### config.mk
export PLATFORM = sky130hd
export DESIGN_NAME = sorted_priority_queue
export DESIGN_NICKNAME = d
export VERILOG_FILES = /design/src/rtl/core/spq_pkg.sv /design/src/rtl/core/spq_ctrl.sv /design/src/rtl/core/spq_dpath.sv /design/src/rtl/core/sorted_priority_queue.sv
export SDC_FILE = /design/constraint.sdc
export NUM_CORES = 2
export LEC_CHECK = 0
export BUFFER_PORTS_ARGS = -buffer_cell sky130_fd_sc_hd__buf_2
export CORE_MARGIN = 5
export CORE_UTILIZATION = 50
export CTS_BUF_LIST = sky130_fd_sc_hd__clkbuf_8
export DETAILED_ROUTE_END_ITERATION = 8
export PLACE_DENSITY_LB_ADDON = 0.3
export SLEW_MARGIN = 25
export SYNTH_ARGS = -nofsm -noshare
export SYNTH_HDL_FRONTEND = slang
export SYNTH_SLANG_ARGS = --single-unit
export TNS_END_PERCENT = 5
### constraint.sdc
create_clock -name clk -period 12.4 [get_ports clk]
set_input_delay 1.24 -clock clk [delete_from_list [all_inputs] [get_ports clk]]
set_output_delay 1.24 -clock clk [all_outputs]
set_load 0.02 [all_outputs]
### src/rtl/core/spq_pkg.sv
package spq_pkg;

	localparam int CAPACITY = 16;
	localparam int CNT_W    = $clog2(CAPACITY + 1);
	localparam int OCC_W    = 5;

	localparam logic OP_ENQ = 1'b0;
	localparam logic OP_DEQ = 1'b1;

	localparam logic [1:0] ST_OK    = 2'd0;
	localparam logic [1:0] ST_EMPTY = 2'd1;
	localparam logic [1:0] ST_FULL  = 2'd2;

	typedef struct packed {
		logic               opcode;
		logic signed [31:0] value;
		logic signed [31:0] priority_req;
	} spq_req_t;

	typedef struct packed {
		logic [1:0]         status;
		logic signed [31:0] out_value;
		logic signed [31:0] out_priority;
		logic [OCC_W-1:0]   occupancy;
	} spq_rsp_t;

	typedef struct packed {
		logic load;
		logic exec;
	} spq_cmd_t;

endpackage

### src/rtl/core/spq_ctrl.sv
module spq_ctrl import spq_pkg::*; (
	input  logic     clk,
	input  logic     arst_n,
	input  logic     start,
	output logic     busy,
	output logic     done,
	output spq_cmd_t cmd
);

	typedef enum logic [1:0] {
		S_IDLE = 2'b01,
		S_EXEC = 2'b10
	} state_t;

	state_t state_q;
	state_t state_d;
	logic   done_q;

	assign busy     = (state_q == S_EXEC);
	assign cmd.load = (state_q == S_IDLE) && start;
	assign cmd.exec = (state_q == S_EXEC);
	assign done     = done_q;

	always_comb begin
		state_d = state_q;
		case (state_q)
			S_IDLE: begin
				if (start) state_d = S_EXEC;
			end
			S_EXEC: begin
				state_d = S_IDLE;
			end
			default: begin
				state_d = S_IDLE;
			end
		endcase
	end

	always_ff @(posedge clk or negedge arst_n) begin
		if (!arst_n) begin
			state_q <= S_IDLE;
			done_q  <= 1'b0;
		end else begin
			state_q <= state_d;
			done_q  <= cmd.exec;
		end
	end

	a_accept_exec: assert property (@(posedge clk) disable iff (!arst_n)
		(start && !busy) |=> cmd.exec)
		else $error("accepted beat did not reach execute");

	a_exec_done: assert property (@(posedge clk) disable iff (!arst_n)
		cmd.exec |=> (done && !busy))
		else $error("execute not followed by result strobe");

	a_done_single: assert property (@(posedge clk) disable iff (!arst_n)
		done |=> !done)
		else $error("result strobe held for more than one cycle");

endmodule

### src/rtl/core/spq_dpath.sv
module spq_dpath import spq_pkg::*; (
	input  logic     clk,
	input  logic     arst_n,
	input  spq_cmd_t cmd,
	input  spq_req_t req,
	output spq_rsp_t rsp
);

	logic signed [31:0] val_q [CAPACITY];
	logic signed [31:0] pri_q [CAPACITY];
	logic signed [31:0] val_d [CAPACITY];
	logic signed [31:0] pri_d [CAPACITY];
	logic [CNT_W-1:0]   count_q;
	logic [CNT_W-1:0]   count_d;
	logic [CAPACITY-1:0] keep;
	spq_req_t           req_q;
	spq_rsp_t           rsp_q;
	spq_rsp_t           rsp_d;
	logic               full;
	logic               empty;

	assign full  = (count_q == CNT_W'(CAPACITY));
	assign empty = (count_q == '0);

	// keep marks held entries that stay ahead of the new one (a prefix, list is sorted)
	always_comb begin
		for (int i = 0; i < CAPACITY; i++) begin
			keep[i] = (CNT_W'(i) < count_q) && !(pri_q[i] > req_q.priority_req);
		end
	end

	always_comb begin
		count_d = count_q;
		rsp_d   = '0;
		for (int i = 0; i < CAPACITY; i++) begin
			val_d[i] = val_q[i];
			pri_d[i] = pri_q[i];
		end
		if (req_q.opcode == OP_ENQ) begin
			if (full) begin
				rsp_d.status = ST_FULL;
			end else begin
				rsp_d.status = ST_OK;
				count_d      = count_q + CNT_W'(1);
				for (int i = 0; i < CAPACITY; i++) begin
					if (!keep[i]) begin
						if (i == 0 || keep[(i == 0) ? 0 : i - 1]) begin
							val_d[i] = req_q.value;
							pri_d[i] = req_q.priority_req;
						end else begin
							val_d[i] = val_q[(i == 0) ? 0 : i - 1];
							pri_d[i] = pri_q[(i == 0) ? 0 : i - 1];
						end
					end
				end
			end
		end else begin
			if (empty) begin
				rsp_d.status = ST_EMPTY;
			end else begin
				rsp_d.status       = ST_OK;
				rsp_d.out_value    = val_q[0];
				rsp_d.out_priority = pri_q[0];
				count_d            = count_q - CNT_W'(1);
				// advance every entry one place toward the head
				for (int i = 0; i < CAPACITY - 1; i++) begin
					val_d[i] = val_q[i + 1];
					pri_d[i] = pri_q[i + 1];
				end
			end
		end
		rsp_d.occupancy = OCC_W'(count_d);
	end

	always_ff @(posedge clk or negedge arst_n) begin
		if (!arst_n) begin
			count_q <= '0;
		end else if (cmd.exec) begin
			count_q <= count_d;
		end
	end

	always_ff @(posedge clk) begin
		if (cmd.load) begin
			req_q <= req;
		end
		if (cmd.exec) begin
			rsp_q <= rsp_d;
			for (int i = 0; i < CAPACITY; i++) begin
				val_q[i] <= val_d[i];
				pri_q[i] <= pri_d[i];
			end
		end
	end

	assign rsp = rsp_q;

	a_count_bound: assert property (@(posedge clk) disable iff (!arst_n)
		count_q <= CNT_W'(CAPACITY))
		else $error("entry count above capacity");

	a_deq_count: assert property (@(posedge clk) disable iff (!arst_n)
		(cmd.exec && req_q.opcode == OP_DEQ && !empty) |=>
		(count_q == $past(count_q) - CNT_W'(1)))
		else $error("dequeue did not drop one entry");

	a_full_hold: assert property (@(posedge clk) disable iff (!arst_n)
		(cmd.exec && req_q.opcode == OP_ENQ && full) |=>
		($stable(count_q) && rsp_q.status == ST_FULL))
		else $error("enqueue on full queue changed state");

	a_idle_hold: assert property (@(posedge clk) disable iff (!arst_n)
		!cmd.exec |=> $stable(count_q))
		else $error("entry count moved outside execute");

endmodule

### src/rtl/core/sorted_priority_queue.sv
// Channel  | Ports                      | Handshake
// ---------+----------------------------+----------------------------------
// request  | start, busy, req           | beat taken when start && !busy
// result   | done, rsp                  | one-cycle strobe, cannot be held off
//
// Each request is captured, then executed: on an enqueue all held entries
// compare with the new priority at once; those ranked behind it shift in parallel.
// The result strobes in the cycle after execute; a new start is taken then.
// Reset clears the entry count and controller; entry storage is not cleared.
// The receiver cannot stall, so results are never held back.
module sorted_priority_queue import spq_pkg::*; (
	input  logic     clk,
	input  logic     arst_n,
	input  logic     start,
	output logic     busy,
	input  spq_req_t req,
	output logic     done,
	output spq_rsp_t rsp
);

	spq_cmd_t cmd;

	spq_ctrl u_ctrl (
		.clk    (clk),
		.arst_n (arst_n),
		.start  (start),
		.busy   (busy),
		.done   (done),
		.cmd    (cmd)
	);

	spq_dpath u_dpath (
		.clk    (clk),
		.arst_n (arst_n),
		.cmd    (cmd),
		.req    (req),
		.rsp    (rsp)
	);

endmodule
==> flow_summary.json <==
{
  "finClkSkew_ns": 0.0667,
  "reg2reg_depth": 7,
  "layout.nets": 6595,
  "cts_tree": "yes",
  "viasPerCell": 6.46,
  "core_area_um2": 134000,
  "cp_max_fo": 250,
  "synth_cell_types": 77,
  "layout_common_cells": "1160 x edfxtp_1, 1020 x nand2_1, 743 x mux2i_1",
  "wirelength_um": 209000,
  "numCtsBuffers": 196,
  "power.leakage_nw": 27.7,
  "clk_latency_ns": 0.96,
  "path_clk_slew_ns": 0.07,
  "layout_min_cycle_time_ns": 5.74,
  "drtIter0Drc": 5672,
  "die_w_um": 377,
  "grt_max_degree": 251,
  "crit_path_end": "u_dpath.val_q[0][64]",
  "cp_cell_sequence": "buf_4 -> clkinv_1 -> nand2_4 -> buf_4 -> buf_12 -> buf_12 -> o21ai_0",
  "async_flop_share": 0.00685,
  "gp_congestion": 0.919,
  "slowest_stage": "clkinv_1",
  "boundaryPins": 141,
  "yosysSeqAreaShare": 0.521,
  "worst_pin_slew_ns": 1.07,
  "clock-sinks": 1168,
  "drc": 0,
  "worstSetupStartpointType": "flip-flop",
  "avgSynthCellArea_um2": 11.2,
  "hp-class": "input port to async pin",
  "critPathBufInv": 5,
  "synth.area.top_cells": "edfxtp_1 52%, mux2i_1 11%, ha_1 9.6%",
  "ys_ff_latch": 1168,
  "p_total_w": 0.0109,
  "peakVddDrop_v": 0.000183,
  "drtPass1Iterations": 6,
  "wl_per_cell_um": 26.4,
  "dieHeight_um": 377,
  "timing.critical_path.from": "u_dpath.req_q[64]",
  "maxCapViolations": 0,
  "post_cts_buffers": 0,
  "final_util": 0.547,
  "io_buffers": 140,
  "fmax_ghz": 0.174,
  "crit_family": "buffers and inverters",
  "synth_area_um2": 67200,
  "clock_path_buffers": 3,
  "mostFrequentLayoutCell": "edfxtp_1",
  "die_area_um2": 142000,
  "syn_to_final_growth_pct": 8.66,
  "critical-path-max-stage-delay_ns": 0.77,
  "yosys.area.top_type": "edfxtp_1",
  "worstPathArrival_ns": 6.36,
  "syn_inst": 5986,
  "setup_viol": 0,
  "root_buffer": "clkbuf_8",
  "r2r-start": "u_dpath.req_q[64]",
  "r2r-end": "u_dpath.val_q[0][64]",
  "rows": 134,
  "relSlewSlack": 0.284,
  "yosysWarnings": 0,
  "grt_pass1_wl_um": 315000,
  "drv_slew": 0,
  "grt_pass1_vias": 50800,
  "postRouteAntennaNets": 0,
  "hpwl_um": 135000,
  "drive_above_1_share": 0.0948,
  "finalHoldViolCount": 0,
  "synth-main-ff-cell": "edfxtp_1",
  "synth_edf_count": 1160,
  "vias": 51400,
  "status": "completed",
  "grt_overflow_total": 0,
  "finalSetupTns_ns": 0,
  "path_depth": 7,
  "h-tree-depth": 4,
  "syn-num-nets": 6569,
  "power_density_nw_per_um2": 149,
  "rsz0062_at_grt": "no",
  "min_period_over_period": 0.463,
  "grt_usage": 0.286,
  "netlist.area_leader.share": 0.518,
  "cts_resized": 0,
  "hold_buffers": 0,
  "grt_antenna_before_repair": 5,
  "required_ns": 13.03,
  "cp-end-kind": "flip-flop",
  "start_util": 0.503,
  "worstSetupPathType": "flip-flop to flip-flop",
  "r2r_slack_ns": 6.66
}
kinds of logic (layout without fill, tap and decap cells):
| logic type | count (synthesis) | after routing | share of synthesized area |
|---|---|---|---|
| simple gates | 1551 | 1551 | 0.102 |
| compound gates | 1439 | 1439 | 0.126 |
| flops | 1168 | 1168 | 0.521 |
| mux | 809 | 809 | 0.122 |
| fa+ha+maj | 515 | 515 | 0.0958 |
| buf+inv | 502 | 685 | 0.0335 |
| xor+xnor | 2 | 2 | 0.000261 |
| other cells | 0 | 10 | 0 |
cell usage after synthesis (65+ instances only):
cell and count:
nand4_1 107, o311ai_0 144, nand3_1 194, ha_1 515, nand2_1 1021, inv_1 71, o21ai_1 232, a21oi_1 233
o21ai_0 597, edfxtp_1 1160, clkbuf_1 319, and2_1 65, mux2i_1 743
flip-flops by register name (all words and copies together), names as in the netlist:
| register | count |
|---|---|
| u_dpath.pri_q | 512 |
| u_ctrl.done | 1 |
| u_ctrl.state_q | 2 |
| u_dpath.count_q | 5 |
| u_dpath.req_q | 65 |
| u_dpath.rsp | 71 |
| u_dpath.val_q | 512 |
worst register-to-register path, cell delays in order, from the launching register on:
cell and delay [ns]:
edfxtp_1 0.32, buf_4 0.62, clkinv_1 0.84, nand2_4 0.73, buf_4 0.76, buf_12 0.71, buf_12 1.00, o21ai_0 0.44
report_power, final:
group / internal, W / switching (W) / total, W
logic: 0.000961 / 0.00169 / 0.00265
registers: 0.00473 / 0.000235 / 0.00496
clock network: 0.00157 / 0.00170 / 0.00327
metrics by stage:
| step | hold slack [ns] | instance area [µm²] | setup WS [ns] | instances |
|---|---|---|---|---|
| floorplan | 0.483 | 67200 | 4.54 | 5986 |
| global placement | 0.503 | 69400 | 6.65 | 7580 |
| detailed placement | 0.521 | 69400 | 6.59 | 7580 |
| CTS | 0.0803 | 73000 | 6.57 | 7935 |
| global route | 0.117 | 73100 | 6.37 | 7940 |
| finish | 0.163 | 73100 | 6.66 | 7947 |
cell type report:
class,instances,area (µm²)
clock inverter,154,820
tap,1768,2210
timing repair buffer,258,1670
clock buffer,201,2770
sequential,1168,35000
inverter,72,274
fill,11500,60600
antenna,10,25.0
multi-input combinational,4316,30300
metal layers:
layer	global-route usage	up-vias	wire [µm]
met5	0	-	0
met4	0.142	0	11400
met3	0.0505	537	16900
met2	0.457	2474	95900
met1	0.379	25600	85200
li1	-	22800	-
worst min path at each step:
| stage | from | to | slack, ns |
|---|---|---|---|
| after global routing | arst_n | u_ctrl.state_q[1] | 0.12 |
| final | arst_n | u_ctrl.state_q[1] | 0.16 |
| after detailed placement | u_dpath.val_q[1][252] | u_dpath.val_q[1][220] | 0.52 |
| after floorplan | u_ctrl.state_q[1] | u_ctrl.state_q[0] | 0.48 |
| after global placement | u_dpath.val_q[1][234] | u_dpath.val_q[1][202] | 0.50 |
| after CTS | arst_n | u_ctrl.state_q[1] | 0.08 |
(Power assumes the default switching activity.)
